File: src/fct_pkg.sv
// Shared types and constants of the frustum cull test unit.
package fct_pkg;

    localparam int PLANE_W   = 64;  // one packed plane register
    localparam int CFG_COUNT = 6;   // plane registers: left, right, top, bottom, far, near
    localparam int CFG_IDX_W = 3;   // register index width
    localparam int COORD_W   = 16;  // Q11.4 coordinate
    localparam int RADIUS_W  = 15;  // Q11.4 radius, unsigned
    localparam int NORM_FRAC = 14;  // fraction bits of a Q1.14 normal
    localparam int PROD_W    = 2 * COORD_W;          // one normal by coordinate product
    localparam int LIMIT_W   = RADIUS_W + NORM_FRAC + 1;
    localparam int DIST_W    = PROD_W + 2;           // sum of three products and the offset

    // Stream payload layout
    localparam int S_TDATA_W = 112;  // six coordinates and the radius, padded to bytes
    localparam int M_TDATA_W = 8;    // inside flag, padded to a byte

    // Register order (the packed plane register holds d in the top bits)
    typedef struct packed {
        logic signed [COORD_W-1:0] d;
        logic signed [COORD_W-1:0] nz;
        logic signed [COORD_W-1:0] ny;
        logic signed [COORD_W-1:0] nx;
    } t_plane;

    typedef struct packed {
        logic signed [COORD_W-1:0] z;
        logic signed [COORD_W-1:0] y;
        logic signed [COORD_W-1:0] x;
    } t_vec3;

    // Item as seen by the plane evaluators in the first stage
    typedef struct packed {
        logic  box;
        t_vec3 lo;
        t_vec3 hi;
    } t_item;

endpackage

File: src/fct_cfg_regs.sv
// Plane register file written through the configuration port.
module fct_cfg_regs #(
    parameter int NUM_STORED = 6
) (
    input  logic                                   i_clk,
    input  logic                                   i_rst_n,
    input  logic                                   i_cfg_we,
    input  logic [fct_pkg::CFG_IDX_W-1:0]          i_cfg_idx,
    input  logic [fct_pkg::PLANE_W-1:0]            i_cfg_data,
    output fct_pkg::t_plane [NUM_STORED-1:0]       o_planes
);
    import fct_pkg::*;

    t_plane [NUM_STORED-1:0] r_planes;

    // Indices without a stored plane are dropped
    always_ff @(posedge i_clk) begin
        if (!i_rst_n) begin
            r_planes <= '0;
        end else if (i_cfg_we) begin
            for (int k = 0; k < NUM_STORED; k++) begin
                if (i_cfg_idx == CFG_IDX_W'(k)) begin
                    r_planes[k] <= t_plane'(i_cfg_data);
                end
            end
        end
    end

    assign o_planes = r_planes;

endmodule

File: config.mk
export PLATFORM = sky130hd
export DESIGN_NAME = fct_cfg_regs
export DESIGN_NICKNAME = d
export VERILOG_FILES = /design/src/fct_pkg.sv /design/src/fct_cfg_regs.sv
export SDC_FILE = /design/constraint.sdc
export NUM_CORES = 1
export LEC_CHECK = 0
export BUFFER_PORTS_ARGS = -buffer_cell sky130_fd_sc_hd__buf_2
export CAP_MARGIN = 15
export CORE_MARGIN = 4
export CORE_UTILIZATION = 45
export CTS_BUF_LIST = sky130_fd_sc_hd__clkbuf_4
export CTS_CLUSTER_DIAMETER = 60
export DETAILED_ROUTE_END_ITERATION = 6
export PLACE_DENSITY_LB_ADDON = 0.05
export SLEW_MARGIN = 30
export SYNTH_ARGS = -nofsm -noshare
export SYNTH_HDL_FRONTEND = slang
export SYNTH_SLANG_ARGS = --single-unit
File: constraint.sdc
create_clock -name i_clk -period 1.2 [get_ports i_clk]
set_input_delay 0.06 -clock i_clk [delete_from_list [all_inputs] [get_ports i_clk]]
set_output_delay 0.06 -clock i_clk [all_outputs]
set_load 0.05 [all_outputs]
==> impl_results.md <==
* Clock Tree Root: clkbuf_4
* Max-capacitance violation count at 0
* Mapped Nets at 1,384
* Antenna viol nets, final at 0
* Fmax at 0.760 GHz
* Most frequent cells in the layout: nand2_1, mux2i_1, dfxtp_2
* Worst vdd ir at 0.912 mV
* Area share of the leading cell type in the synthesized netlist at 0.549
* Worst EP required at 1.14 ns
* Reg clk slew, reported paths at 0.09 ns
* Routed WL at 51.1 mm
* Family with the most delay on the worst path: flip-flops
* Pwr dens at 1160 mW/mm^2
* Pre-CTS setup slack at -0.103 ns
* Storage element area at between 0.008 and 0.009 mm^2
* Crit path time final at 1.32 ns
* Residual DRC count at 0
* Clock sinks at 384
* First drt pass iteration count at 5
* H-tree depth at 3
* Slew margin rel. at 0.716
* Final setup violation count at around 380
* Multi-input combinational cell area at roughly 0.0057 mm^2
* CP Buf/Inv Count at 1
* Post-synthesis cell count at 1,314
* Worst setup margin at -0.116 ns
* Post-DP HPWL at ~31 mm
* Die Span X at ~180 um
* Vias in the first global route at 13.0k
* Arr. time, crit path at 1.26 ns
* Worst reg2reg path depth at 3
* Layout cell share with drive strength beyond 1 at 0.558
* Fin. max-slew vios at 0
* Number of I/O pins at between 400 and 500
* Routed via count at 12.4k
* Syn-to-layout area delta at 71.5%
* Synthesized flop and latch total at 384
* Fin Clk Skew at 0 ns
* P_leak at 12.1 nW
* First-pass GRT wire length at ~75 mm
* GRT Overall Usage at 0.281
* Worst Setup SP: o_planes[176]
* TNS Setup at -23.30 ns
* Site Rows at 64
* Max incr delay on CP at 0.38 ns
* Hold Fails Final Rpt at 0
* Synth warnings at 0
* CP Capture Type: output pin
* Setup CP Type: register to output pin
* Initial Util at 0.457
* Yosys top cell by area: dfxtp_1
* CP startpoint kind: register
* Full die area at 0.0340 mm^2
* Routability congestion estimate at between 0.8 and 0.9
* Slowest CP cell: dfxtp_2
* PortBufs at 453
* Outcome: finished with violations
* Max reg flops at between 300 and 400
* Crit Reg-Reg Startpoint: o_planes[378]
* Register area share after synthesis at 0.549
* RR Endpoint: o_planes[378]
* Die height at around 180 um
* Max Fanout on Critical Path at 2
* Placed cells at 2,146
* Fill count at 1,907
* Fin crit share at 1.10
* Syn Area/Cell at roughly 11 um^2
* Core Area at 0.0307 mm^2
* Largest net degree at the start of global routing at 42
* TritonCTS clock tree: done
* Skew-Pair Late Insertion Delay at 0.71 ns
* CP Capture Point: o_planes[176]
* Commonest non-fill, non-tap cell in the layout: nand2_1
* FF-to-FF setup slack at 0.05 ns
* Grt total ovfl at 0
* Vias per inst at 5.00
* Worst slew pin tran at around 0.43 ns
* RSZ-0062 raised after global routing: yes
* Initial antenna violation count at 1
* Initial drt markers at 488
* Crit path depth at 1
* Cts bufs inserted at 100
* DR WL/cell at 20.6 um
* Min-Delay Path Class: input port to register
* CTS Buffer Depth at 3
* Post-Layout Cell Count at 2,483
* Synthesized area at 0.0140 mm^2
* Failing checks: setup timing
* Cell breakdown of the critical path: buf_8
* Largest cells by area after synthesis: dfxtp_1, mux2i_1, nand2_1
* Nets at 2,093
* Post-synth cell types at 12
## worst register-to-register path: cells and delay by family (launching register included)
family | cells | cell delay (ns)
buf+inv | 1 | 0.55
flops | 1 | 0.36
mux | 1 | 0.12
simple gates | 1 | 0.05
## area by class of cell
| type | instances | share of cell area |
|---|---|---|
| Timing Repair Buffer | 699 | 0.354 |
| Sequential cell | 384 | 0.341 |
| Multi-Input combinational cell | 838 | 0.235 |
| Clock buffer | 150 | 0.0469 |
| Tap cell | 396 | 0.0206 |
| Clock inverter | 13 | 0.00203 |
| Antenna cell | 3 | 0.000312 |
## cell families after synthesis
kind of cell,after synthesis,share of synthesized area
mux,384,0.274
simple gates,454,0.125
flops,384,0.549
buf+inv,92,0.0517
## how the worst min path moves through the flow
stage,endpoint,slack [ns],from,cells after the start
2_1_floorplan,o_planes[100],0.30,i_cfg_data[36],2
3_3_place_gp,o_planes[378],0.43,i_rst_n,3
3_5_place_dp,o_planes[182],0.44,i_rst_n,3
4_1_cts,o_planes[351],0.009,i_cfg_we,5
5_1_grt,o_planes[335],0.04,i_cfg_idx[0],5
6_report,o_planes[381],0.09,i_cfg_idx[0],5
## synth_stat cells, drive strengths merged
cell type and number:
buf 61, nand2 448, nand4b 2, clkbuf 31, nand4bb 3, dfxtp 384
nor4b 1, mux2i 384
## timing repair
action                     in CTS  in global routing
buffers inserted               30                 64
hold endpoints to repair      384                  5
pin swaps                       0                  1
hold buffers                   76                  2
resized for setup            1491                 50
setup endpoints to repair     384                435
## power breakdown
| group | switching, mW | internal (mW) |
|---|---|---|
| sequential | 0.267 | 13.1 |
| combinational | 2.13 | 1.54 |
| clock | 5.23 | 5.61 |
| total | 7.63 | 20.2 |
## per-layer routing
layer	track usage	vias to the layer above	part of all wire
met5	0	-	0
met4	0.151	0	0.055
met3	0.110	148	0.090
met2	0.472	530	0.49
met1	0.306	5939	0.36
li1	-	5804	-
## stage by stage
step	util	hold slack [ns]	instance area [um^2]	total power, mW
finish	0.784	0.0865	24000	27.8
global route	0.784	0.0382	24000	29.0
CTS	0.762	0.00928	23400	27.9
detailed placement	0.556	0.440	17000	16.2
global placement	0.556	0.431	17000	16.2
floorplan	-	0.303	14000	15.3
(Power assumes the default switching activity.)
