===== config.mk =====
export PLATFORM = sky130hd
export DESIGN_NAME = fct_plane_eval
export DESIGN_NICKNAME = d
export VERILOG_FILES = /design/src/fct_pkg.sv /design/src/fct_plane_eval.sv
export SDC_FILE = /design/constraint.sdc
export NUM_CORES = 2
export LEC_CHECK = 0
export BUFFER_PORTS_ARGS = -buffer_cell sky130_fd_sc_hd__buf_2
export CAP_MARGIN = 20
export CORE_ASPECT_RATIO = 1.4
export CORE_UTILIZATION = 55
export CTS_BUF_LIST = sky130_fd_sc_hd__clkbuf_16
export DETAILED_ROUTE_END_ITERATION = 8
export PLACE_DENSITY = 0.76
export SLEW_MARGIN = 20
export SYNTH_ARGS = -nofsm -noshare
export SYNTH_HDL_FRONTEND = slang
export SYNTH_SLANG_ARGS = --single-unit

===== constraint.sdc =====
create_clock -name i_clk -period 7.5 [get_ports i_clk]
set_input_delay 0.75 -clock i_clk [delete_from_list [all_inputs] [get_ports i_clk]]
set_output_delay 0.75 -clock i_clk [all_outputs]
set_load 0.005 [all_outputs]

===== src/fct_pkg.sv =====
// Shared types and constants of the frustum cull test unit.
package fct_pkg;

    localparam int PLANE_W   = 64;  // one packed plane register
    localparam int CFG_COUNT = 6;   // plane registers: left, right, top, bottom, far, near
    localparam int CFG_IDX_W = 3;   // register index width
    localparam int COORD_W   = 16;  // Q11.4 coordinate
    localparam int RADIUS_W  = 15;  // Q11.4 radius, unsigned
    localparam int NORM_FRAC = 14;  // fraction bits of a Q1.14 normal
    localparam int PROD_W    = 2 * COORD_W;          // one normal by coordinate product
    localparam int LIMIT_W   = RADIUS_W + NORM_FRAC + 1;
    localparam int DIST_W    = PROD_W + 2;           // sum of three products and the offset

    // Stream payload layout
    localparam int S_TDATA_W = 112;  // six coordinates and the radius, padded to bytes
    localparam int M_TDATA_W = 8;    // inside flag, padded to a byte

    // Register order (the packed plane register holds d in the top bits)
    typedef struct packed {
        logic signed [COORD_W-1:0] d;
        logic signed [COORD_W-1:0] nz;
        logic signed [COORD_W-1:0] ny;
        logic signed [COORD_W-1:0] nx;
    } t_plane;

    typedef struct packed {
        logic signed [COORD_W-1:0] z;
        logic signed [COORD_W-1:0] y;
        logic signed [COORD_W-1:0] x;
    } t_vec3;

    // Item as seen by the plane evaluators in the first stage
    typedef struct packed {
        logic  box;
        t_vec3 lo;
        t_vec3 hi;
    } t_item;

endpackage


===== src/fct_plane_eval.sv =====
// Distance test of one item against one plane: registered products, then sum and compare.
module fct_plane_eval (
    input  logic                                   i_clk,
    input  logic                                   i_en,
    input  fct_pkg::t_plane                        i_plane,
    input  fct_pkg::t_item                         i_item,
    input  logic signed [fct_pkg::LIMIT_W-1:0]     i_limit,
    output logic                                   o_reject
);
    import fct_pkg::*;

    logic                      pos_x, pos_y, pos_z;
    logic signed [COORD_W-1:0] cx, cy, cz;
    logic signed [PROD_W-1:0]  n_prod_x, n_prod_y, n_prod_z;
    logic signed [PROD_W-1:0]  r_prod_x, r_prod_y, r_prod_z;
    logic signed [DIST_W-1:0]  d_term;
    logic signed [DIST_W-1:0]  plane_dist;

    // Positive vertex: box maximum where the normal component is above zero
    assign pos_x = !i_plane.nx[COORD_W-1] && (i_plane.nx != '0);
    assign pos_y = !i_plane.ny[COORD_W-1] && (i_plane.ny != '0);
    assign pos_z = !i_plane.nz[COORD_W-1] && (i_plane.nz != '0);

    assign cx = (i_item.box && pos_x) ? i_item.hi.x : i_item.lo.x;
    assign cy = (i_item.box && pos_y) ? i_item.hi.y : i_item.lo.y;
    assign cz = (i_item.box && pos_z) ? i_item.hi.z : i_item.lo.z;

    assign n_prod_x = i_plane.nx * cx;
    assign n_prod_y = i_plane.ny * cy;
    assign n_prod_z = i_plane.nz * cz;

    always_ff @(posedge i_clk) begin
        if (i_en) begin
            r_prod_x <= n_prod_x;
            r_prod_y <= n_prod_y;
            r_prod_z <= n_prod_z;
        end
    end

    // Offset scaled to the product units; the user must hold planes still while items are in flight (not enforced)
    assign d_term = {{(DIST_W-COORD_W-NORM_FRAC){i_plane.d[COORD_W-1]}},
                     i_plane.d, {NORM_FRAC{1'b0}}};

    assign plane_dist = DIST_W'(r_prod_x) + DIST_W'(r_prod_y) + DIST_W'(r_prod_z) + d_term;

    assign o_reject = plane_dist < DIST_W'(i_limit);

endmodule


==> reports/qor.csv <==
stage;metric;value;unit
yosys;Post-Syn Area;36900;sq um
yosys;post-synthesis register bit count;96;
clocking;H-tree levels;3;
drt;# DRC;32;
clocking;clk root buf;clkbuf_16;
yosys;syn nets;5239;
floorplan;Die Area;68100;sq um
cells_and_area;nets@finish;5633;
floorplan;row count;112;
sta;Final Max Tran Viols;0;
global_routing;grt ovf;0;
sta;final hold violation count;0;
floorplan;Initial Util;55.5;%
drt;DRT Pass-1 Iters;8;
sta;RSZ-0062 raised after global routing;true;
floorplan;core area;66400;sq um
yosys;synth top area cells;fa_1 46%, ha_1 11%, inv_1 10%;
sta;Tmin final;7.39;ns
drt;via count;27600;
clocking;clk sinks;96;
outcome;status;complete, but fails checks;
worst_hold_path;worst hold path type;input pin to flip-flop;
setup_path;CP endpoint kind;flip-flop;
global_routing;number of global-route vias before repair;30100;
cells_and_area;share of layout cells above drive strength 1;14.1;%
clocking;CTS tree;built;
place;Detail Placement HPWL;77.8;mm
cells_and_area;Layout area overhead;12.6;%
clocking;CTS Hold Bufs;0;
place;I/O Buffers;193;
yosys;Mapped Cells;3885;
cells_and_area;fin util;62.5;%
yosys;asr flop ratio synth;0;%
sta;Min Hold Slack;0.926;ns
sta;Least-Margin Pin Slew;0.701;ns
yosys;post-synth top area share;45.6;%
yosys;EDFF count, synth;96;
global_routing;largest net degree at the start of global routing;50;
setup_path;Critical Path RT;7.60;ns
drt;Final ANT Viol Nets;0;
drt;initial drt markers;1547;
yosys;Post-Syn Area per Cell;9.49;sq um
clocking;clock-pin slew on the worst setup and hold paths;0.07;ns
sta;relative max-transition margin;53.2;%
yosys;sequential area share after synthesis;7.82;%
setup_path;CP max FO;5;
run;total of max-cap violations;0;
sta;# setup viols final;0;
drt;drt via density;5.37;
yosys;Synth area leader;fa_1;
clocking;Bufs on Longest Clock Path;2;
yosys;post-synthesis cell type count;69;
clocking;CTS Buf Count;9;
drt;routed wire length per instance;17.4;um
yosys;Post-synth top flop;edfxtp_1;
setup_path;Critical Path AT;7.49;ns
setup_path;CP Class;input pin to flip-flop;
worst_hold_path;hold depth;1;
global_routing;first-pass GRT wire length;147;mm
global_routing;initial antenna violation count;6;
sta;top achievable clock speed;135;MHz
setup_path;critical path startpoint category;input pin;
global_routing;gr usage total;27.5;%
outcome;failing checks;DRC;
sta;period utilization;98.6;%
drt;Routed WL;89.4;mm
floorplan;Die Y;308;um
sta;Setup TNS;0;ns
floorplan;# IOs;194;
floorplan;chip width;221;um
yosys;YS warnings;0;
place;Routability Congestion;0.917;
## cells by family (layout without fill, tap and decap cells)
kind of cell	count (synthesis)	in the layout	share of synthesized area, %
buf+inv	1109	1508	11.4
xor+xnor	135	135	3.21
simple gates	1010	1010	13.9
flops	96	96	7.82
compound gates	324	324	5.79
fa+ha+maj	1161	1161	56.5
other cells	0	2	0
mux	50	50	1.46
## cells in the mapped netlist (6+ instances only)
library cell	n
a21oi_1	96
nand3_1	21
a211oi_1	12
o31ai_1	6
nor3_1	21
nand4_1	13
nor2b_1	266
edfxtp_1	96
fa_1	840
and2_1	145
xnor2_1	105
ha_1	321
nor4_1	11
o21ai_0	57
o211ai_1	6
nand2b_1	37
clkbuf_1	102
mux2_2	29
xor2_1	30
or2_2	16
inv_1	1001
a21o_1	48
o21a_1	17
o21bai_1	17
nand2_1	358
nor2_1	107
a31oi_1	11
mux2i_1	21
## state kept, by name (all words and copies together) (netlist names)
| name | flops |
|---|---|
| r_prod_x | 32 |
| r_prod_y | 32 |
| r_prod_z | 32 |
## critical path: stages
cell,delay [ns]
buf_2,0.10
buf_12,0.14
nand2b_1,0.10
a41oi_4,0.29
clkbuf_16,0.21
mux2_2,0.34
and2_1,0.18
fa_1,0.54
inv_1,0.05
fa_1,0.53
inv_1,0.06
fa_1,0.47
fa_1,0.50
fa_1,0.54
inv_1,0.06
fa_1,0.48
inv_1,0.04
ha_1,0.29
a21oi_2,0.18
o2111ai_2,0.19
a2111oi_4,0.34
a221oi_2,0.13
a41o_1,0.21
o41a_1,0.33
a21o_1,0.20
a21oi_2,0.14
xnor2_1,0.07
## placed cells by master (no fill, tap or decap), types with 93 or more instances in the layout
| cell | Yosys | layout |
|---|---|---|
| xnor2_1 | 105 | 105 |
| nand2_1 | 358 | 358 |
| buf_2 | 3 | 192 |
| buf_4 | 1 | 284 |
| and2_1 | 145 | 145 |
| a21oi_1 | 96 | 93 |
| ha_1 | 321 | 320 |
| fa_1 | 840 | 839 |
| nor2b_1 | 266 | 264 |
| edfxtp_1 | 96 | 96 |
| inv_1 | 1001 | 1001 |
| nor2_1 | 107 | 104 |
## area by class of cell
class                      instances  area [sq um]
antenna                            2          5.00
clock buffer                       9           225
clock inverter                     7          72.6
fill                            5452         24900
inverter                        1001          3760
multi-input combinational       2680         30100
sequential                        96          2880
tap                              855          1070
timing repair buffer             491          3380
## per-layer routing
metal | global-route usage [%] | up-vias | routed length [um] | part of all wire, %
li1 | - | 12400 | - | -
met5 | 0 | - | 34 | 0.038
met2 | 50.4 | 904 | 47000 | 53
met3 | 2.63 | 306 | 4560 | 5.1
met1 | 31.9 | 14000 | 32300 | 36
met4 | 14.4 | 6 | 5460 | 6.1
## path summary, 6_finish.rpt
kind / from / end
max: i_item[96] / r_prod_x[31]
min: i_en / r_prod_x[31]
## timing repair
item                       CTS  global route
cloned                       0             2
gates resized for setup      2            43
pin swaps                    0            25
setup endpoints to repair    3            19
setup buffers                0             5
## through the flow
step	cells	instance area [sq um]	setup WS [ns]
after floorplan	3885	37000	-0.117
after global routing	5140	41500	-0.155
after global placement	5116	40900	-0.351
after detailed placement	5116	40900	-0.410
after CTS	5132	41200	0.0307
final	5141	41500	0.105
Power is not shown: default switching activity piles up to over one toggle a cycle in this logic, so the estimate is an artifact.
